**src/sv/double_ended_queue_defines.svh**
```systemverilog
// assertion macros shared by the double-ended queue rtl
// no dependencies; included by the controller and the datapath
`ifndef DOUBLE_ENDED_QUEUE_DEFINES_SVH
`define DOUBLE_ENDED_QUEUE_DEFINES_SVH

`ifndef SYNTHESIS

`define DEQ_ASSERT(name, clk, rst_n, prop, msg) \
    name: assert property (@(posedge clk) disable iff (!rst_n) prop) else $error(msg);

`define DEQ_NEVER(name, clk, rst_n, prop, msg) \
    name: assert property (@(posedge clk) disable iff (!rst_n) !(prop)) else $error(msg);

`else

`define DEQ_ASSERT(name, clk, rst_n, prop, msg)

`define DEQ_NEVER(name, clk, rst_n, prop, msg)

`endif

`endif

```
**src/sv/deq_pkg.sv**
```systemverilog
// shared types, constants and ring index helper for the double-ended queue
// no dependencies
package deq_pkg;

    localparam int DEPTH  = 32;
    localparam int IDX_W  = (DEPTH > 1) ? $clog2(DEPTH) : 1;
    localparam int CNT_W  = $clog2(DEPTH + 1);
    localparam int WORD_W = 32;
    localparam int FUNC_W = 3;
    localparam int STAT_W = 3;

    typedef enum logic [FUNC_W-1:0] {
        F_PUSH_FRONT = 3'd0,
        F_PUSH_REAR  = 3'd1,
        F_POP_FRONT  = 3'd2,
        F_POP_REAR   = 3'd3,
        F_DUMP_FWD   = 3'd4,
        F_DUMP_BWD   = 3'd5
    } t_func;

    typedef enum logic [STAT_W-1:0] {
        ST_PUSHED    = 3'd0,
        ST_POPPED    = 3'd1,
        ST_LISTED    = 3'd2,
        ST_UNDERFLOW = 3'd3,
        ST_OVERFLOW  = 3'd4,
        ST_EMPTY     = 3'd5
    } t_status;

    typedef enum logic [1:0] {
        S_IDLE,
        S_EXEC,
        S_POP_WAIT,
        S_DUMP
    } t_state;

    typedef enum logic [2:0] {
        OP_NONE,
        OP_PUSH_FRONT,
        OP_PUSH_REAR,
        OP_POP_FRONT,
        OP_POP_REAR,
        OP_DUMP_START,
        OP_DUMP_NEXT
    } t_dp_op;

    typedef enum logic [1:0] {
        SRC_ZERO,
        SRC_VALUE,
        SRC_MEM
    } t_out_src;

    typedef struct packed {
        logic     capture;
        t_dp_op   op;
        logic     out_load;
        t_out_src out_src;
        t_status  out_status;
        logic     out_last;
    } t_dp_cmd;

    typedef struct packed {
        logic [FUNC_W-1:0] func;
        logic              empty;
        logic              full;
        logic              out_free;
        logic              dump_last;
    } t_dp_stat;

    // (base + off) mod DEPTH, both operands below DEPTH
    function automatic logic [IDX_W-1:0] ring_add(input logic [IDX_W-1:0] base,
                                                  input logic [IDX_W-1:0] off);
        logic [IDX_W:0] sum;
        sum = {1'b0, base} + {1'b0, off};
        if (sum >= (IDX_W+1)'(DEPTH)) begin
            sum = sum - (IDX_W+1)'(DEPTH);
        end
        return sum[IDX_W-1:0];
    endfunction

endpackage

```
**src/sv/deq_ctrl.sv**
```systemverilog
// controller state machine of the double-ended queue
// depends on deq_pkg and double_ended_queue_defines.svh
`include "double_ended_queue_defines.svh"

module deq_ctrl import deq_pkg::*; (
    input  logic     i_clk,
    input  logic     i_rst_n,
    input  logic     i_in_valid,
    output logic     o_in_ready,
    input  t_dp_stat i_stat,
    output t_dp_cmd  o_cmd
);

    t_state r_state;
    t_state n_state;

    always_ff @(posedge i_clk) begin
        if (!i_rst_n) begin
            r_state <= S_IDLE;
        end else begin
            r_state <= n_state;
        end
    end

    always_comb begin
        n_state          = r_state;
        o_in_ready       = 1'b0;
        o_cmd.capture    = 1'b0;
        o_cmd.op         = OP_NONE;
        o_cmd.out_load   = 1'b0;
        o_cmd.out_src    = SRC_ZERO;
        o_cmd.out_status = ST_PUSHED;
        o_cmd.out_last   = 1'b1;
        case (r_state)
            S_IDLE: begin
                // a new request is taken even while a result waits
                o_in_ready = 1'b1;
                if (i_in_valid) begin
                    o_cmd.capture = 1'b1;
                    n_state       = S_EXEC;
                end
            end
            S_EXEC: begin
                if (i_stat.out_free) begin
                    n_state = S_IDLE;
                    case (i_stat.func)
                        F_PUSH_FRONT, F_PUSH_REAR: begin
                            o_cmd.out_load = 1'b1;
                            if (i_stat.full) begin
                                o_cmd.out_status = ST_OVERFLOW;
                            end else begin
                                o_cmd.op         = (i_stat.func == F_PUSH_FRONT) ?
                                                   OP_PUSH_FRONT : OP_PUSH_REAR;
                                o_cmd.out_src    = SRC_VALUE;
                                o_cmd.out_status = ST_PUSHED;
                            end
                        end
                        F_POP_FRONT, F_POP_REAR: begin
                            if (i_stat.empty) begin
                                o_cmd.out_load   = 1'b1;
                                o_cmd.out_status = ST_UNDERFLOW;
                            end else begin
                                o_cmd.op = (i_stat.func == F_POP_FRONT) ?
                                           OP_POP_FRONT : OP_POP_REAR;
                                n_state  = S_POP_WAIT;
                            end
                        end
                        F_DUMP_FWD, F_DUMP_BWD: begin
                            if (i_stat.empty) begin
                                o_cmd.out_load   = 1'b1;
                                o_cmd.out_status = ST_EMPTY;
                            end else begin
                                o_cmd.op = OP_DUMP_START;
                                n_state  = S_DUMP;
                            end
                        end
                        default: begin
                            // unused codes give no result
                            n_state = S_IDLE;
                        end
                    endcase
                end
            end
            S_POP_WAIT: begin
                if (i_stat.out_free) begin
                    o_cmd.out_load   = 1'b1;
                    o_cmd.out_src    = SRC_MEM;
                    o_cmd.out_status = ST_POPPED;
                    n_state          = S_IDLE;
                end
            end
            S_DUMP: begin
                // read data holds until the output slot frees up
                if (i_stat.out_free) begin
                    o_cmd.out_load   = 1'b1;
                    o_cmd.out_src    = SRC_MEM;
                    o_cmd.out_status = ST_LISTED;
                    o_cmd.out_last   = i_stat.dump_last;
                    if (i_stat.dump_last) begin
                        n_state = S_IDLE;
                    end else begin
                        o_cmd.op = OP_DUMP_NEXT;
                    end
                end
            end
            default: begin
                n_state = S_IDLE;
            end
        endcase
    end

    `DEQ_ASSERT(a_req_to_exec, i_clk, i_rst_n, (i_in_valid && o_in_ready) |=> (r_state == S_EXEC), "accepted request did not start")
    `DEQ_NEVER(a_dump_nonempty, i_clk, i_rst_n, (r_state == S_DUMP) && i_stat.empty, "listing an empty deque")
    `DEQ_ASSERT(a_last_to_idle, i_clk, i_rst_n, (o_cmd.out_load && o_cmd.out_last) |=> (r_state == S_IDLE), "final result did not end the request")

endmodule

```
**config.mk**
```make
export PLATFORM = sky130hd
export DESIGN_NAME = deq_ctrl
export DESIGN_NICKNAME = d
export VERILOG_FILES = /design/src/sv/deq_pkg.sv /design/src/sv/deq_ctrl.sv
export VERILOG_INCLUDE_DIRS = /design/src /design/src/sv
export SDC_FILE = /design/constraint.sdc
export NUM_CORES = 1
export LEC_CHECK = 0
export BUFFER_PORTS_ARGS = -buffer_cell sky130_fd_sc_hd__buf_2
export CAP_MARGIN = 20
export CORE_AREA = 3 3 40 42
export CTS_CLUSTER_SIZE = 14
export DETAILED_ROUTE_END_ITERATION = 10
export DIE_AREA = 0 0 43 45
export GPL_ROUTABILITY_DRIVEN = 1
export PLACE_DENSITY = 0.58
export SYNTH_ARGS = -nofsm -noshare
export SYNTH_HDL_FRONTEND = slang
export SYNTH_SLANG_ARGS = --single-unit
```
**constraint.sdc**
```tcl
create_clock -name i_clk -period 1.3 [get_ports i_clk]
set_input_delay 0.13 -clock i_clk [delete_from_list [all_inputs] [get_ports i_clk]]
set_output_delay 0.13 -clock i_clk [all_outputs]
set_load 0.02 [all_outputs]
```
---- Word level (Yosys, flattened, before mapping) ----
Index checks and enable logic that the tools add are counted.
storage, ports and cells
  flip-flop bits (word level) ............. 2
  input bits .............................. 10
  output and inout bits ................... 12
  word-level logic and storage cells ...... 52
operators by class
  equal/unequal tests ..................... 13
  mux-type cells .......................... 32
  reductions and logical operators ........ 6
operators by type and width
  operator              count
  $mux W2               11
  $mux W3               6
  $pmux W6 S3           1
  $pmux W4 S3           1
  $mux W10              1
  $ne A2 B2 Y1 const B  5
  $mux W9               1
  $pmux W3 S3           1
  $pmux W2 S4           1
  $eq A3 B2 Y1 const B  2
  $eq A3 B3 Y1 const B  2
  $mux W1               6
  $mux W6               1
  $pmux W3 S2           1
  $reduce_or A2 Y1      3
  $reduce_and A5 Y1     1
  $eq A2 B2 Y1 const B  2
  $pmux W2 S2           1
  $eq A3 B1 Y1 const B  1
  $logic_not A3 Y1      1
  $eq A2 B1 Y1 const B  1
  $logic_not A2 Y1      1

---- Depth between registers and ports, before layout ----
Gate-level depths: netlist (run 1).
  depth after elaboration ................. 6
  gate-level depth with buffers ........... 5
  depth with buffers taken out ............ 5

---- Least setup slack after synthesis (run 1) ----
Ideal clock, no wire load.
  path kind ............................... register to output
  start point ............................. reg r_state[0]
  end point ............................... out o_cmd[6] (netlist name)
  data arrival time ....................... 1.360 ns
  required time ........................... 1.170 ns
  slack ................................... -0.190 ns
  cell stages (with the launch flop) ...... 5
  path buffers ............................ 1
  path through ............................ dfxtp_1 > nand2_2 > or3_1 > buf_2 > o21ai_0
RTL lines
  element                 RTL line        RTL
  start, declared         deq_ctrl.sv:14  t_state r_state;
  start signal, assigned  deq_ctrl.sv:21  r_state <= n_state;
  end, declared           deq_ctrl.sv:11  output t_dp_cmd o_cmd

==> flow_summary.yaml, run 1 <==
clocking:
  clock_latency_ps: 230
  clk_pin_slew_ps: 30
  cts_setup_buffers: 0
  cts_sinks: 2
  clock_path_buffers: 2
  cts-root-buf: "clkbuf_4"
  cts_inserted_buffers: 3
  htree_num_levels: 1
  postCtsHoldBufs: 0
  cts_tree: "done"
floorplan:
  dieHeight_um: 45
  start_util_pct: 31.6
  rows: 13
  io_pins: 22
  die_w_um: 43
  core_area_mm2: 0.00128
  die_area_mm2: 0.00194
timing:
  setup_slack_ps: -155
  tightest_slew_ps: 273
  layout_min_cycle_time_ps: 1460
  max_freq_ghz: 0.687
  worst_hold_slack_ps: 166
  timing.final.hold_violations: 0
  slew_headroom_pct: 81.7
  finalCritPeriodShare_pct: 112
  slew_violations: 0
  setup_viol: 6
  rsz0062_at_grt: "true"
  finClkSkew_ps: 7.09
grt:
  grt_max_degree: 12
  grt_pass1_wl_mm: 2.05
  grt_pass1_vias: 520
  grt-ovfl-total: 0
  grt_antenna_before_repair: 0
  grt.total_usage_pct: 13.7
min_path:
  worstHoldPathCells: 3
  min_path_type: "input pin to flop"
routing:
  drt_pass1_iterations: 1
  routed_wl_mm: 1.15
  wl_per_cell_um: 11.1
  drt_iter0_markers: 0
  ant_nets: 0
  drc: 0
  viasPerCell: 4.92
  num_vias: 512
synthesis:
  postSynthNetCount: 69
  async_flop_share_pct: 0
  yosys-top-cells-count: "inv_1 (5), nor2b_1 (5), o21ai_0 (5), ha_1 (4)"
  ys_seq_area_share_pct: 9.85
  yosys-top-cells-area: "ha_1 (12%), dfxtp_1 (9.8%), nor2b_1 (7.7%)"
  syn_avg_cell_area_um2: 7.39
  synth_edf_count: 0
  yosysWarningCount: 0
  yosysUniqueCellTypes: 30
  synth_area_um2: 407
  synth_flop_cell: "dfxtp_1"
  synthCells: 55
  synthDominantCellAreaShare_pct: 12.3
  synth.largest_area_cell: "ha_1"
  ys_seq_elements: 2
pwr:
  cellPowerDensity_mw_per_mm2: 694
  ir_drop_mv: 0.218
  finalPower_mw: 0.495
  leakage_nw: 0.333
placed_design:
  place.gp.congestion: 0.774
  io_buffer_count: 21
  post-dp-hpwl_um: 968
critical_path:
  cp.required_ps: 1170
  path_class: "flop to output pin"
  cp_slowest_cell: "or3_4"
  cp_cell_sequence: "or3_4 -> o31ai_4 -> buf_6"
  path_max_fanout: 6
  cp-end-kind: "output pin"
  cp-start-kind: "flop"
  path_delay_family: "simple AND/OR/NAND/NOR gates"
  cp.arrival_ps: 1330
  slowest_delay_ps: 440
  reg2reg_depth: 4
  path_buf_inv: 1
  path_depth: 3
finish:
  largest_reg_flops: 2
  drive_gt1_share_pct: 60.7
  syn_to_final_growth_pct: 75.4
  top_regs: "r_state x2"
  regMostFlops: "r_state"
  nets: 105
  n_antenna_cell: 0
run_status:
  violations: "negative setup slack"
  outcome: "complete, but fails checks"
run:
  maxCapViolCount: 0
==> area by class of cell <==
cell class                 instances  area (µm²)
multi-input combinational         45         373
fill                             129         572
timing repair buffer              34         238
inverter                           5        18.8
sequential                         2        42.5
clock buffer                       3        22.5
tap                               15        18.8
==> cells by family (layout without fill, tap and decap cells) <==
kind of cell | count (synthesis) | after routing | synth area share (%)
adder cells (fa/ha/maj) | 4 | 4 | 12.3
AO/OA/AOI/OAI | 19 | 19 | 31.4
multiplexers | 1 | 1 | 2.77
buffers and inverters | 8 | 42 | 12.0
flip-flops | 2 | 2 | 9.85
AND/OR/NAND/NOR | 21 | 21 | 31.7
==> path summary, 6_finish.rpt <==
path,from,endpoint,slack [ps]
max,r_state[1]$_SDFFE_PN0P_,o_cmd[9],-160
min,i_rst_n,r_state[1]$_SDFFE_PN0P_,170
max reg2reg,r_state[0]$_SDFFE_PN0P_,r_state[1]$_SDFFE_PN0P_,140
min reg2reg,r_state[0]$_SDFFE_PN0P_,r_state[1]$_SDFFE_PN0P_,670
==> repair_timing <==
item	CTS	global route
pin swaps	4	3
hold endpoints to repair	0	0
endpoints found under the setup margin	8	11
gates resized for setup	18	7
==> layout by cell type, fill, tap and decap left out, drive strengths merged <==
master | synthesis | layout
dfxtp | 2 | 2
nand2 | 2 | 2
nor2b | 5 | 5
a22oi | 1 | 1
clkbuf | 1 | 3
nand3b | 1 | 1
o2111ai | 1 | 1
inv | 5 | 5
ha | 4 | 4
a31oi | 2 | 2
o21ai | 5 | 5
nor3 | 2 | 2
nand4b | 1 | 1
or2b | 1 | 1
mux2 | 1 | 1
a21oi | 3 | 3
and2 | 2 | 2
nor2 | 3 | 3
o22ai | 1 | 1
a32oi | 2 | 2
o31ai | 2 | 2
nor3b | 2 | 2
or3 | 2 | 2
o211ai | 1 | 1
buf | 2 | 34
a21o | 1 | 1
==> where the power goes <==
part	switching [mW]	total, mW	internal [mW]
sequential	0.00613	0.0791	0.0730
clock	0.0378	0.140	0.102
combinational	0.145	0.276	0.131
total	0.189	0.495	0.306
==> metal layers <==
layer / GRT usage (%) / up-vias / part of all wire (%) / wire, µm
met5: 0 / - / 0 / 0
met4: 1.81 / 0 / 0 / 0
met3: 4.78 / 0 / 8.4 / 97
met2: 24.3 / 19 / 44 / 507
met1: 16.5 / 224 / 48 / 548
li1: - / 269 / - / -
==> through the flow <==
| step | worst slack (ps) | TNS, ps | utilization [%] | area (µm²) | instances |
|---|---|---|---|---|---|
| finish | -155 | -634 | 55.5 | 713 | 104 |
| global route | -224 | -1050 | 55.5 | 713 | 104 |
| detailed placement | -182 | -766 | 48.2 | 619 | 101 |
| floorplan | -51.6 | -194 | - | 428 | 55 |
| global placement | -169 | -713 | 48.2 | 619 | 101 |
| CTS | -154 | -668 | 54.3 | 698 | 104 |
==> worst reg2reg max path, stage by stage (launching register included) <==
cell     delay (ps)
dfxtp_2         320
buf_4           160
mux2_2          330
o21ai_0         160
a31oi_1          60
(Power assumes the default switching activity.)
==> run 2: changes to the inputs <==
--- a/config.mk
+++ b/config.mk
@@ -14,6 +14,7 @@
 export DIE_AREA = 0 0 43 45
 export GPL_ROUTABILITY_DRIVEN = 1
 export PLACE_DENSITY = 0.58
+export RECOVER_POWER = 100
 export SYNTH_ARGS = -nofsm -noshare
 export SYNTH_HDL_FRONTEND = slang
 export SYNTH_SLANG_ARGS = --single-unit
==> constraint.sdc (replaced) <==
create_clock -name i_clk -period 1.6 [get_ports i_clk]
set_input_delay 0.16 -clock i_clk [delete_from_list [all_inputs] [get_ports i_clk]]
set_output_delay 0.16 -clock i_clk [all_outputs]
set_load 0.02 [all_outputs]
==> flow_summary.yaml, run 2 (synthesis gave the netlist of run 1 again) <==
run_status:
  outcome: "completed"
finish:
  stdcell_count: 94
  top_regs: "r_state x2"
  utilization_pct: 42.6
  syn_to_final_growth_pct: 34.5
  nets: 95
  largest_reg_flops: 2
  drive_gt1_share_pct: 35.4
  stdcell_area_um2: 547
  n_antenna_cell: 0
  layout_common_cells: "buf_2 (10), clkbuf_1 (6), inv_1 (5), nor2b_1 (5), o21ai_0 (5)"
  final_common_cell: "buf_2"
  regMostFlops: "r_state"
clocking:
  cts_tree: "done"
  cts_sinks: 2
  cts_inserted_buffers: 3
  clock_path_buffers: 2
  cts_setup_buffers: 0
  clk_pin_slew_ps: 30
  htree_num_levels: 1
  cts-root-buf: "clkbuf_4"
  clock_latency_ps: 220
timing:
  rsz0062_at_grt: "false"
  finalCritPeriodShare_pct: 95.9
  slew_headroom_pct: 77.1
  timing.final.hold_violations: 0
  setup_slack_ps: 65.7
  max_freq_ghz: 0.652
  slew_violations: 0
  finClkSkew_ps: 0.839
  layout_min_cycle_time_ps: 1530
  tightest_slew_ps: 343
  tns_ps: 0
  setup_viol: 0
critical_path:
  cp_cell_sequence: "nand2_2 -> or3_4 -> o31ai_2 -> buf_4"
  path_max_fanout: 6
  cp_slowest_cell: "or3_4"
  cp.required_ps: 1440
  path_class: "flop to output pin"
  cp.arrival_ps: 1370
  cp-start-kind: "flop"
  cp-end-kind: "output pin"
  path_buf_inv: 1
  path_delay_family: "simple AND/OR/NAND/NOR gates"
  slowest_delay_ps: 360
routing:
  viasPerCell: 4.90
  drc: 0
  drt_iter0_markers: 3
  routed_wl_mm: 1.07
  num_vias: 461
  drt_pass1_iterations: 2
  wl_per_cell_um: 11.4
  ant_nets: 0
placed_design:
  io_buffer_count: 21
  pre_cts_slack_ps: 53.1
  numPlacedInstances: 91
  place_area_um2: 523
  post-dp-hpwl_um: 865
  place.gp.congestion: 0.813
min_path:
  min_path_type: "input pin to flop"
grt:
  grt_max_degree: 12
  grt.total_usage_pct: 11.1
  grt_pass1_vias: 405
  grt_pass1_wl_mm: 1.68
  grt_antenna_before_repair: 0
  grt-ovfl-total: 0
run:
  maxCapViolCount: 0
floorplan:
  die_area_mm2: 0.00194
  core_area_mm2: 0.00128
  io_pins: 22
  start_util_pct: 31.6
  rows: 13
  dieHeight_um: 45
  die_w_um: 43
pwr:
  cellPowerDensity_mw_per_mm2: 635
  leakage_nw: 0.253
  ir_drop_mv: 0.385
-- run 2: cell count changes in the layout (fill, tap and decap cells not counted), sizes merged --
cell    before  now
buf         34   14
clkbuf       3   13
-- run 2: worst reg2reg max path: cells and delay by family (launching register included) --
family / cells / cell delay [ps]
mux: 1 / 340
compound gates: 2 / 210
buf+inv: 1 / 170
flops: 1 / 320
-- run 2: routing by layer --
metal	track usage, %	vias to the layer above	part of all wire (%)
li1	-	252	-
met1	16.5	202	49
met2	16.8	7	49
met3	0	0	2.3
met4	5.42	0	0
met5	0	-	0
-- run 2: per-stage QoR --
| step | hold slack [ps] | power, mW |
|---|---|---|
| floorplan | 289 | 0.190 |
| global placement | 420 | 0.238 |
| detailed placement | 419 | 0.238 |
| CTS | 183 | 0.356 |
| global route | 205 | 0.379 |
| finish | 183 | 0.347 |
-- run 2: worst paths after layout --
check | from | to | slack [ps] | cells past startpoint
worst min-delay path | i_rst_n | r_state[0]$_SDFFE_PN0P_ | 180 | 3
worst min register to register | r_state[0]$_SDFFE_PN0P_ | r_state[1]$_SDFFE_PN0P_ | 710 | 3
worst max-delay path | r_state[0]$_SDFFE_PN0P_ | o_cmd[9] | 70 | 4
worst max register to register | r_state[0]$_SDFFE_PN0P_ | r_state[1]$_SDFFE_PN0P_ | 430 | 4
-- run 2: timing repair --
action,CTS,global route
endpoints found under the setup margin,1,1
hold buffers,0,0
gates resized for setup,1,2
-- run 2: cell type report --
class	instances	area, µm²
clock buffers	3	22.5
repair buffers	24	123
flip-flops and latches	2	41.3
multi-input cells	45	323
well taps	15	18.8
fillers	146	738
inverters	5	18.8
-- run 2: power by group --
group / switching [mW] / internal, mW / total (mW)
Clock: 0.0259 / 0.0825 / 0.108
Sequential: 0.00466 / 0.0587 / 0.0633
Combinational: 0.106 / 0.0697 / 0.175
Total: 0.136 / 0.211 / 0.347
