### config.mk
export PLATFORM = sky130hd
export DESIGN_NAME = deq_dp
export DESIGN_NICKNAME = d
export VERILOG_FILES = /design/src/sv/deq_pkg.sv /design/src/sv/deq_dp.sv
export VERILOG_INCLUDE_DIRS = /design/src /design/src/sv
export SDC_FILE = /design/constraint.sdc
export NUM_CORES = 1
export LEC_CHECK = 0
export BUFFER_PORTS_ARGS = -buffer_cell sky130_fd_sc_hd__buf_2
export CAP_MARGIN = 10
export CORE_MARGIN = 2
export CORE_UTILIZATION = 65
export CTS_CLUSTER_DIAMETER = 50
export DETAILED_ROUTE_END_ITERATION = 8
export PLACE_DENSITY_LB_ADDON = 0.1
export SLEW_MARGIN = 20
export SYNTH_ARGS = -nofsm -noshare
export SYNTH_HDL_FRONTEND = slang
export SYNTH_SLANG_ARGS = --single-unit
### constraint.sdc
create_clock -name i_clk -period 8.7 [get_ports i_clk]
set_clock_uncertainty 0.15 [all_clocks]
set_input_delay 0.87 -clock i_clk [delete_from_list [all_inputs] [get_ports i_clk]]
set_output_delay 0.87 -clock i_clk [all_outputs]
set_load 0.03 [all_outputs]
### src/sv/double_ended_queue_defines.svh
// assertion macros shared by the double-ended queue rtl
// no dependencies; included by the controller and the datapath
`ifndef DOUBLE_ENDED_QUEUE_DEFINES_SVH
`define DOUBLE_ENDED_QUEUE_DEFINES_SVH

`ifndef SYNTHESIS

`define DEQ_ASSERT(name, clk, rst_n, prop, msg) \
    name: assert property (@(posedge clk) disable iff (!rst_n) prop) else $error(msg);

`define DEQ_NEVER(name, clk, rst_n, prop, msg) \
    name: assert property (@(posedge clk) disable iff (!rst_n) !(prop)) else $error(msg);

`else

`define DEQ_ASSERT(name, clk, rst_n, prop, msg)

`define DEQ_NEVER(name, clk, rst_n, prop, msg)

`endif

`endif

### src/sv/deq_pkg.sv
// shared types, constants and ring index helper for the double-ended queue
// no dependencies
package deq_pkg;

    localparam int DEPTH  = 32;
    localparam int IDX_W  = (DEPTH > 1) ? $clog2(DEPTH) : 1;
    localparam int CNT_W  = $clog2(DEPTH + 1);
    localparam int WORD_W = 32;
    localparam int FUNC_W = 3;
    localparam int STAT_W = 3;

    typedef enum logic [FUNC_W-1:0] {
        F_PUSH_FRONT = 3'd0,
        F_PUSH_REAR  = 3'd1,
        F_POP_FRONT  = 3'd2,
        F_POP_REAR   = 3'd3,
        F_DUMP_FWD   = 3'd4,
        F_DUMP_BWD   = 3'd5
    } t_func;

    typedef enum logic [STAT_W-1:0] {
        ST_PUSHED    = 3'd0,
        ST_POPPED    = 3'd1,
        ST_LISTED    = 3'd2,
        ST_UNDERFLOW = 3'd3,
        ST_OVERFLOW  = 3'd4,
        ST_EMPTY     = 3'd5
    } t_status;

    typedef enum logic [1:0] {
        S_IDLE,
        S_EXEC,
        S_POP_WAIT,
        S_DUMP
    } t_state;

    typedef enum logic [2:0] {
        OP_NONE,
        OP_PUSH_FRONT,
        OP_PUSH_REAR,
        OP_POP_FRONT,
        OP_POP_REAR,
        OP_DUMP_START,
        OP_DUMP_NEXT
    } t_dp_op;

    typedef enum logic [1:0] {
        SRC_ZERO,
        SRC_VALUE,
        SRC_MEM
    } t_out_src;

    typedef struct packed {
        logic     capture;
        t_dp_op   op;
        logic     out_load;
        t_out_src out_src;
        t_status  out_status;
        logic     out_last;
    } t_dp_cmd;

    typedef struct packed {
        logic [FUNC_W-1:0] func;
        logic              empty;
        logic              full;
        logic              out_free;
        logic              dump_last;
    } t_dp_stat;

    // (base + off) mod DEPTH, both operands below DEPTH
    function automatic logic [IDX_W-1:0] ring_add(input logic [IDX_W-1:0] base,
                                                  input logic [IDX_W-1:0] off);
        logic [IDX_W:0] sum;
        sum = {1'b0, base} + {1'b0, off};
        if (sum >= (IDX_W+1)'(DEPTH)) begin
            sum = sum - (IDX_W+1)'(DEPTH);
        end
        return sum[IDX_W-1:0];
    endfunction

endpackage

### src/sv/deq_dp.sv
// datapath of the double-ended queue: ring memory, pointers, output register
// depends on deq_pkg and double_ended_queue_defines.svh
`include "double_ended_queue_defines.svh"

module deq_dp import deq_pkg::*; (
    input  logic                     i_clk,
    input  logic                     i_rst_n,
    input  t_dp_cmd                  i_cmd,
    output t_dp_stat                 o_stat,
    input  logic [FUNC_W-1:0]        i_func,
    input  logic signed [WORD_W-1:0] i_value,
    input  logic                     i_out_ready,
    output logic                     o_out_valid,
    output logic signed [WORD_W-1:0] o_value_out,
    output logic [STAT_W-1:0]        o_status,
    output logic                     o_last
);

    logic [WORD_W-1:0] r_mem [DEPTH];
    logic [WORD_W-1:0] r_rdata;

    logic [FUNC_W-1:0]        r_func;
    logic signed [WORD_W-1:0] r_value;
    logic [IDX_W-1:0]         r_head;
    logic [CNT_W-1:0]         r_count;
    logic [IDX_W-1:0]         r_iter;

    logic                     r_out_valid;
    logic signed [WORD_W-1:0] r_out_value;
    t_status                  r_out_status;
    logic                     r_out_last;

    logic [CNT_W-1:0] cnt_m1;
    logic [IDX_W-1:0] head_m1;
    logic [IDX_W-1:0] wr_addr;
    logic [IDX_W-1:0] rd_addr;
    logic [IDX_W-1:0] rd_off;
    logic [IDX_W-1:0] dump_k;
    logic             mem_we;
    logic             mem_re;
    logic             out_free;

    assign cnt_m1   = r_count - CNT_W'(1);
    assign head_m1  = ring_add(r_head, IDX_W'(DEPTH - 1));
    assign out_free = !r_out_valid || i_out_ready;

    assign mem_we = (i_cmd.op == OP_PUSH_FRONT) || (i_cmd.op == OP_PUSH_REAR);
    assign mem_re = (i_cmd.op == OP_POP_FRONT) || (i_cmd.op == OP_POP_REAR) ||
                    (i_cmd.op == OP_DUMP_START) || (i_cmd.op == OP_DUMP_NEXT);

    assign wr_addr = (i_cmd.op == OP_PUSH_FRONT) ? head_m1 :
                     ring_add(r_head, r_count[IDX_W-1:0]);

    // offset from the head of the entry to read
    always_comb begin
        dump_k = (i_cmd.op == OP_DUMP_NEXT) ? (r_iter + IDX_W'(1)) : '0;
        case (i_cmd.op)
            OP_POP_REAR: rd_off = cnt_m1[IDX_W-1:0];
            OP_DUMP_START, OP_DUMP_NEXT: begin
                rd_off = (r_func == F_DUMP_FWD) ? dump_k : (cnt_m1[IDX_W-1:0] - dump_k);
            end
            default: rd_off = '0;
        endcase
    end

    assign rd_addr = ring_add(r_head, rd_off);

    always_ff @(posedge i_clk) begin
        if (mem_we) begin
            r_mem[wr_addr] <= r_value;
        end
        if (mem_re) begin
            r_rdata <= r_mem[rd_addr];
        end
    end

    always_ff @(posedge i_clk) begin
        if (i_cmd.capture) begin
            r_func  <= i_func;
            r_value <= i_value;
        end
        if (i_cmd.op == OP_DUMP_START) begin
            r_iter <= '0;
        end else if (i_cmd.op == OP_DUMP_NEXT) begin
            r_iter <= dump_k;
        end
        if (i_cmd.out_load) begin
            r_out_status <= i_cmd.out_status;
            r_out_last   <= i_cmd.out_last;
            case (i_cmd.out_src)
                SRC_VALUE: r_out_value <= r_value;
                SRC_MEM:   r_out_value <= r_rdata;
                default:   r_out_value <= '0;
            endcase
        end
    end

    always_ff @(posedge i_clk) begin
        if (!i_rst_n) begin
            r_head      <= '0;
            r_count     <= '0;
            r_out_valid <= 1'b0;
        end else begin
            case (i_cmd.op)
                OP_PUSH_FRONT: begin
                    r_head  <= head_m1;
                    r_count <= r_count + CNT_W'(1);
                end
                OP_PUSH_REAR: r_count <= r_count + CNT_W'(1);
                OP_POP_FRONT: begin
                    r_head  <= ring_add(r_head, IDX_W'(1));
                    r_count <= cnt_m1;
                end
                OP_POP_REAR: r_count <= cnt_m1;
                default: ;
            endcase
            if (i_cmd.out_load) begin
                r_out_valid <= 1'b1;
            end else if (i_out_ready) begin
                r_out_valid <= 1'b0;
            end
        end
    end

    assign o_stat.func      = r_func;
    assign o_stat.empty     = (r_count == '0);
    assign o_stat.full      = (r_count == CNT_W'(DEPTH));
    assign o_stat.out_free  = out_free;
    assign o_stat.dump_last = ((CNT_W'(r_iter) + CNT_W'(1)) == r_count);

    assign o_out_valid = r_out_valid;
    assign o_value_out = r_out_value;
    assign o_status    = r_out_status;
    assign o_last      = r_out_last;

    `DEQ_ASSERT(a_cnt_bound, i_clk, i_rst_n, r_count <= CNT_W'(DEPTH), "entry count beyond depth")
    `DEQ_NEVER(a_push_full, i_clk, i_rst_n, mem_we && o_stat.full, "push into a full deque")
    `DEQ_NEVER(a_load_busy, i_clk, i_rst_n, i_cmd.out_load && !out_free, "result overwrote a waiting result")
    `DEQ_ASSERT(a_pop_count, i_clk, i_rst_n, ((i_cmd.op == OP_POP_FRONT) || (i_cmd.op == OP_POP_REAR)) |=> (r_count == $past(cnt_m1)), "pop did not shrink the deque")

endmodule

# Word level (Yosys, flattened, before mapping)
# Memories as Yosys holds them, arrays and structs flattened. A register that Yosys moved wholly into a read port is not among the register bits.
# Index checks and enable logic that the tools add are counted.
# Widths: inputs -> output; s select.
# classes
add_sub_neg	13
magnitude_cmp	4
eq_ne	11
n_mux	15
n_reduce_logical	13
# op_table
cell	n
$pmux 32 s2	1
$mux 5	7
$ge 6x6->1 const B	4
$pmux 5 s2	2
$sub 5x1->5 const B	4
$add 5x1->6 const B	2
$add 5x5->6	2
$eq 3x3->1 const B	4
$pmux 6 s2	1
$add 5x5->6 const B	1
$add 6x1->6 const B	1
$eq 3x2->1 const B	2
$eq 6x6->1	1
$eq 6x6->1 const B	1
$logic_not 6->1	1
$reduce_bool 2->1	3
$reduce_or 2->1	3
$sub 6x1->6 const B	1
$add 5x1->5 const B	1
$logic_or 1x1->1	5
$sub 5x5->5	1
$mux 1	4
$eq 3x1->1 const B	1
$eq 2x1->1 const B	1
other kinds (2)	2
# word_totals
register_bits	88
mem_bits_rw	1024
in_bits	49
mem_count	1
# memory_table
name	depth	width	rd	rd_clocked_by_memory_dff	wr	line	source
r_mem	32	32	1	1	1	deq_dp.sv:19	logic [WORD_W-1:0] r_mem [DEPTH];

# Logic depth before layout (Yosys ltp)
# Gate-level depths: netlist of the first run.
# depth
word_depth	8
mapped_depth	18
ltp_nobuf	15

# Worst setup path after synthesis of the first run
# OpenSTA, ideal clock, no wires.
# synth_timing
path_type	input port to flip-flop
from	in i_cmd[8] (netlist name)
to	reg r_rdata[0] (read register of r_mem) (data pin)
t_arrival_ns	4.637
required_ns	8.288
setup_slack_ns	3.651
cell_stages	16
cell_sequence	buf_6 > clkbuf_1 > nand2_1 > nor3_1 > ha_1 > nor2_1 > a21oi_1 > o22ai_1 > ha_1 > inv_1 > fa_1 > clkbuf_1 > clkbuf_1 > mux4_2 > mux4_2 > mux2_1
# synth_between
elab_chain_cells	8
elab_cells_between_ends	16
classes_between	add/sub (3); order compare (1); eq/ne (4); mux (4); reduce/logical (4)
# synth_lines
item	line	source
from (decl)	deq_dp.sv:8	input t_dp_cmd i_cmd,
$eq 3x3->1 (*)	deq_dp.sv:56	dump_k = (i_cmd.op == OP_DUMP_NEXT) ? (r_iter + IDX_W'(1)) : '0;
$mux 5 (*)	deq_dp.sv:56	
net dump_k[0]	deq_dp.sv:38	logic [IDX_W-1:0] dump_k;
$sub 5x5->5	deq_dp.sv:60	rd_off = (r_func == F_DUMP_FWD) ? dump_k : (cnt_m1[IDX_W-1:0] - dump_k);
$mux 5 (*)	deq_dp.sv:60	
$pmux 5 s2 (*)	deq_dp.sv:57	case (i_cmd.op)
$add 5x5->6 (*)	deq_pkg.sv:74	sum = {1'b0, base} + {1'b0, off};
$sub 5x1->5 or $ge 6x6->1 (tied branches)	deq_pkg.sv:76, deq_pkg.sv:75	
$mux 5 (*)	deq_pkg.sv:75	if (sum >= (IDX_W+1)'(DEPTH)) begin
to (decl)	deq_dp.sv:20	logic [WORD_W-1:0] r_rdata;
# Mark *: on every way through the listed nets, which the timed path passes. The rest lies on a longest branch.
# A chain may end at the register's enable or synchronous reset.

# Final worst setup path of the first run
# layout_timing
from	reg r_count[0]
to	reg r_rdata[6] (read register of r_mem) (data pin)
# layout_between
elab_chain_cells	7
elab_cells_between_ends	8
classes_between	add/sub (4); order compare (1); mux (3)
# layout_lines
item	line	source
from (decl)	deq_dp.sv:25	logic [CNT_W-1:0] r_count;
from (signal assigned)	deq_dp.sv:107	r_count <= r_count + CNT_W'(1);
from (signal assigned)	deq_dp.sv:109	OP_PUSH_REAR: r_count <= r_count + CNT_W'(1);
from (signal assigned)	deq_dp.sv:112	r_count <= cnt_m1;
$sub 6x1->6 (*)	deq_dp.sv:43	assign cnt_m1 = r_count - CNT_W'(1);
$sub 5x5->5	deq_dp.sv:60	
$mux 5	deq_dp.sv:60	
$pmux 5 s2 (*)	deq_dp.sv:57	
$add 5x5->6 (*)	deq_pkg.sv:74	
$sub 5x1->5 or $ge 6x6->1 (tied branches)	deq_pkg.sv:76, deq_pkg.sv:75	
$mux 5 (*)	deq_pkg.sv:75	
# Mark *: on every way between the ends. The rest lies on a longest branch, timed or not.

==> flow_summary.toml, run 1 <==
[cts]
hold_buffers = 0
postCtsSetupBuffers = 0
cts_resized = 0
clk_pin_slew_ns = 0.06
clkLatencyLatePin_ns = 0.68
cts_tree = "built"
clockBufferDepth = 3
htree_num_levels = 3
cts.sinks = 1144
root_buffer = "clkbuf_16"
numCtsBuffers = 115

[run_status]
run_status = "finished clean"

[setup_path]
crit_path_top_delay_cell = "fa_4"
crit_arrival_ns = 6.03
crit_path_max_incr_delay_ns = 1.29
r2r_setup_slack_ns = 2.95
cp.required_ns = 8.97
reg2reg_to = "r_rdata[6]"
critPathMaxFanout = 44
cpLargestDelayFamily = "adder cells"
cp-end-kind = "flop"
path_cells = "inv_1, ha_1, inv_1, xnor2_1, ha_1, mux2i_1, o22a_1, fa_4, buf_4, mux4_2, mux4_2, mux2_4"
crit_type = "flop to flop"
startpoint_type = "flop"
worstReg2RegStart = "r_count[0]"
r2r_cells = 12
critical_path_buf_inv_count = 3

[drt]
dr.pass1.iters = 7
wl_per_cell_um = 34.5
drcViolationCount = 0
viasPerCell = 6.93
antenna_left = 0
drt-initial-drc-count = 3198
via_count = 21200
wl_um = 105000

[layout]
stdcell_count = 3055
syn2layout_area_growth_pct = 12.9
diodes = 0
nets = 2158
post-route-util = 0.743
post_route_cells_drive_above_1_share = 0.327
design_area_um2 = 50100

[worst_hold_path]
whs_path_depth = 1
min_to = "r_value[7]"
hold_class = "input port to flop"
min_from = "i_value[7]"

[pwr]
max-vdd-ir-drop_uv = 334
p_leak_uw = 0.0161
p_sw_frac = 0.247
power_frac_clock = 0.355
p_seq_frac = 0.466
switching_power_uw = 3450
power.density_nw_per_um2 = 279
combPwrFrac = 0.179
p_int_uw = 10500

[global_route]
grt_max_degree = 104
grt_pass1_vias = 21600
grt_pass1_wl_um = 152000
grt_use_total = 0.310
antenna_found_initial = 0
grt_overflow = 0

[synthesis]
synth_cells = 1926
synth_cell_types = 58
ys_warn_count = 0
yosysSeqAreaShare = 0.770
synthTopCellsByArea = "edfxtp_1 (76%), mux4_2 (16%), mux2_4 (1.0%)"
synth_top_area_cell = "edfxtp_1"
synth_common_cells = "edfxtp_1 (1127), mux4_2 (320), nor2_1 (79), clkbuf_1 (65), nand2_1 (35)"
yosysMostFrequentCell = "edfxtp_1"
synth_edf_count = 1127
ys_ff_latch = 1144
syn_nets = 1997
synth_top_area_share = 0.763
synth_area_um2 = 44400
synth.avg_cell_area_um2 = 23.0
synth_flop_cell = "edfxtp_1"
synthArstFlopShare = 0

[placement]
port_buffers = 92
placed_area_um2 = 46300
placed_cells = 2843
gp_congestion = 0.794
dp_hpwl_um = 48700

[die]
die_w_um = 265
die_h_um = 265
fp.coreArea_um2 = 67400
rows = 95
die_area_um2 = 70400
initial_core_util = 0.658
io_pins = 93

[timing]
hold_viol_final = 0
rsz0062_at_grt = "no"
fmax_ghz = 0.174
setup_viol = 0
slew_violations = 0
worst_pin_slew_ns = 1.08
min_period_ns = 5.75
timing.setup.tns_ns = 0
whs_ns = 0.218
finalCritPeriodShare = 0.661
slew_headroom = 0.279

[flow_run]
maxCapViolations = 0
==> worst max path at each step <==
stage | from | to | slack [ns] | cells past startpoint
global route | r_count[0] | r_rdata[6] | 2.79 | 12
finish | r_count[0] | r_rdata[6] | 2.95 | 12
detailed placement | i_cmd[8] | r_rdata[9] | 2.66 | 14
floorplan | i_cmd[8] | r_rdata[0] | 3.65 | 16
CTS | r_count[0] | r_rdata[6] | 2.99 | 12
global placement | i_cmd[8] | r_rdata[18] | 2.71 | 14
==> cell families (layout without fill, tap and decap cells) <==
group	Yosys count	after routing	share of synthesized area
flip-flops	1144	1144	0.770
AO/OA/AOI/OAI	86	86	0.0134
XOR/XNOR	32	32	0.00648
adder cells (fa/ha/maj)	23	23	0.00677
buffers and inverters	112	368	0.0106
AND/OR/NAND/NOR	173	173	0.0185
multiplexers	356	356	0.174
==> layer usage <==
metal / vias up / global-route usage / routed length, um / part of all wire
li1: 8480 / - / - / -
met1: 11100 / 0.429 / 38400 / 0.37
met2: 1378 / 0.512 / 53500 / 0.51
met3: 182 / 0.0659 / 10400 / 0.099
met4: 0 / 0.0858 / 2830 / 0.027
met5: - / 0 / 0 / 0
==> worst register-to-register path, stage by stage (launching register included) <==
cell	delay, ns
dfxtp_1	0.61
inv_1	0.19
ha_1	0.42
inv_1	0.17
xnor2_1	0.17
ha_1	0.28
mux2i_1	0.06
o22a_1	0.23
fa_4	1.29
buf_4	0.68
mux4_2	0.46
mux4_2	0.52
mux2_4	0.29
==> layout make-up <==
| class | instances | area, um^2 |
|---|---|---|
| repair buffers | 141 | 903 |
| flip-flops and latches | 1144 | 34200 |
| inverters | 15 | 56.3 |
| fillers | 3597 | 17300 |
| multi-input cells | 670 | 10000 |
| clock buffers | 139 | 3010 |
| clock inverters | 73 | 820 |
| well taps | 873 | 1090 |
==> layout by cell type (no fill, tap or decap), drive strengths merged, types with 6 or more instances in the layout <==
cell type	n
edfxtp	1127
mux4	320
buf	141
clkbuf	139
nor2	80
clkinv	47
nand2	35
mux2	33
a22oi	32
xnor2	20
ha	20
a21oi	18
inv	18
dfxtp	17
bufinv	15
o21ai	14
nor3	13
xor2	12
and2	9
clkinvlp	8
a21o	6
==> power by group through the flow <==
stage	sequential, uW	clock [uW]	combinational (uW)
floorplan	6600	0	1840
global placement	6610	0	2440
detailed placement	6620	0	2480
CTS	6510	5020	2520
global route	6540	5210	2640
finish	6520	4970	2500
==> sequential cells by signal, summed over array words and instances (netlist names) <==
signal and flops:
o_last 1, o_out_valid 1, o_status 3, o_value_out 32, r_count 6, r_func 3, r_head 5, r_iter 5
r_mem 1024, r_rdata 32, r_value 32
==> per-stage QoR <==
stage | power, uW | setup WS [ns]
after floorplan | 8440 | 3.65
after global placement | 9050 | 2.71
after detailed placement | 9100 | 2.66
after CTS | 14000 | 2.99
after global routing | 14400 | 2.79
final | 14000 | 2.95
Note: power is estimated with default switching activity, not from simulation.
==> run 2, diff against run 1 <==
Settings changed: CORE_UTILIZATION 65 to 62.
Clock period 8.7 ns to 5.6 ns, I/O delays scaled along.
==> flow_summary.toml, run 2 (synthesized netlist as in run 1, its figures left out) <==
[run_status]
run_status = "finished clean"

[layout]
largest_reg_flops = 1024
regArea_um2 = 34200
nFillCells = 4175
design_area_um2 = 50900
final_common_cell = "edfxtp_1"
post_route_cells_drive_above_1_share = 0.327
final_cell_mix = "edfxtp_1 (1127), mux4_2 (320), clkbuf_16 (115)"
syn2layout_area_growth_pct = 14.6
stdcell_count = 3201
top_register = "r_mem"
diodes = 0
nets = 2231
multiInputGateArea_um2 = 10000

[timing]
rsz0062_at_grt = "no"
timing.setup.tns_ns = 0
min_period_ns = 4.89
setup_viol = 0
slew_headroom = 0.240
finalCritPeriodShare = 0.873
worst_pin_slew_ns = 1.14
hold_viol_final = 0
fin_ws_ns = 0.712
fmax_ghz = 0.205
slew_violations = 0

[drt]
viasPerCell = 6.75
dr.pass1.iters = 5
wl_um = 107000
drt-initial-drc-count = 3128
drcViolationCount = 0
wl_per_cell_um = 33.5
via_count = 21600
antenna_left = 0

[placement]
placed_area_um2 = 46800
dp_hpwl_um = 56200
gp_congestion = 0.794
dp_slack_ns = 0.667
placed_cells = 2954
port_buffers = 92

[setup_path]
r2r_cells = 12
crit_arrival_ns = 5.15
crit_end = "r_rdata[11]"
crit_type = "flop to flop"
cp-end-kind = "flop"
critPathMaxFanout = 50
r2r_setup_slack_ns = 0.71
worstReg2RegStart = "r_count[1]"
reg2reg_to = "r_rdata[11]"
startpoint_type = "flop"
cp.required_ns = 5.87
cp-startpoint = "r_count[1]"

[global_route]
grt_use_total = 0.298
use_met1 = 0.447
grt_pass1_wl_um = 153000
grt_overflow = 0
grt_pass1_vias = 21900
grt_max_degree = 51
antenna_found_initial = 2
busiest_layer = "met2"
grt_use_met2 = 0.453
globalRouteMet3Util = 0.0730

[cts]
clkLatencyLatePin_ns = 0.67
htree_num_levels = 3
clockBufferDepth = 3
cts_resized = 0
clk_pin_slew_ns = 0.06
cts.sinks = 1144
root_buffer = "clkbuf_16"
cts_tree = "built"
numCtsBuffers = 114

[die]
rows = 98
fp.coreArea_um2 = 71100
die_area_um2 = 73700
die_w_um = 272
initial_core_util = 0.624
io_pins = 93
die_h_um = 272

[worst_hold_path]
hold_class = "input port to flop"
whs_path_depth = 1

[flow_run]
maxCapViolations = 0

[pwr]
max-vdd-ir-drop_uv = 306
switching_power_uw = 5370
power.density_nw_per_um2 = 426
p_int_uw = 16300
combPwrFrac = 0.190
power_frac_clock = 0.343
p_leak_uw = 0.0164
p_seq_frac = 0.468
p_sw_frac = 0.248
## run 2: cell types whose count changed in the layout (fill, tap and decap cells not counted), sizes merged
cell,delta
buf,+37
clkbuf,+1
clkinv,-1
dlygate4sd3,+37
bufinv,-4
clkinvlp,-4
inv,+3
## run 2: how the worst min path moves through the flow
stage                      startpoint          end
after floorplan             r_iter[1]    r_iter[1]
after global placement      r_iter[1]    r_iter[1]
after detailed placement    r_iter[1]    r_iter[1]
after CTS                 i_value[23]  r_value[23]
after global routing       i_value[9]   r_value[9]
final                      i_value[9]   r_value[9]
## run 2: critical path: stages (launching register included)
cell and delay (ns):
dfxtp_1 0.54, inv_1 0.15, ha_1 0.40, inv_1 0.16, xnor2_1 0.16, ha_1 0.29
mux2i_1 0.07, o22a_1 0.22, fa_4 0.91, buf_12 0.30, mux4_2 0.37, mux4_2 0.53
mux2_4 0.29
## run 2: cell type report
| class | instances | share of cell area |
|---|---|---|
| clock buffers | 140 | 0.0584 |
| clock inverters | 67 | 0.0132 |
| inverters | 15 | 0.00111 |
| multi-input cells | 670 | 0.197 |
| flip-flops and latches | 1144 | 0.672 |
| well taps | 950 | 0.0234 |
| repair buffers | 215 | 0.0343 |
## run 2: power by group through the flow
stage	Clock, uW	Combinational [uW]	Sequential [uW]
after global routing	7850	4330	10100
after detailed placement	0	4090	10300
after global placement	0	4040	10300
after floorplan	0	2860	10200
final	7420	4100	10100
after CTS	7500	4120	10100
## run 2: routing by layer
metal / up-vias / routed length [um]
met2: 1348 / 50700
met4: 4 / 2350
li1: 8644 / -
met1: 11500 / 41700
met5: - / 58
met3: 169 / 12600
## run 2: through the flow
| stage | hold slack [ns] | util | power (uW) |
|---|---|---|---|
| floorplan | 0.285 | - | 13100 |
| global placement | 0.309 | 0.658 | 14300 |
| detailed placement | 0.319 | 0.658 | 14400 |
| CTS | 0.00981 | 0.714 | 21700 |
| global route | 0.0499 | 0.715 | 22300 |
| finish | 0.0557 | 0.715 | 21600 |
## run 2: repair_timing
action,CTS,global route
endpoints found under the hold margin,37,0
hold buffers,37,0
buffers inserted,0,0
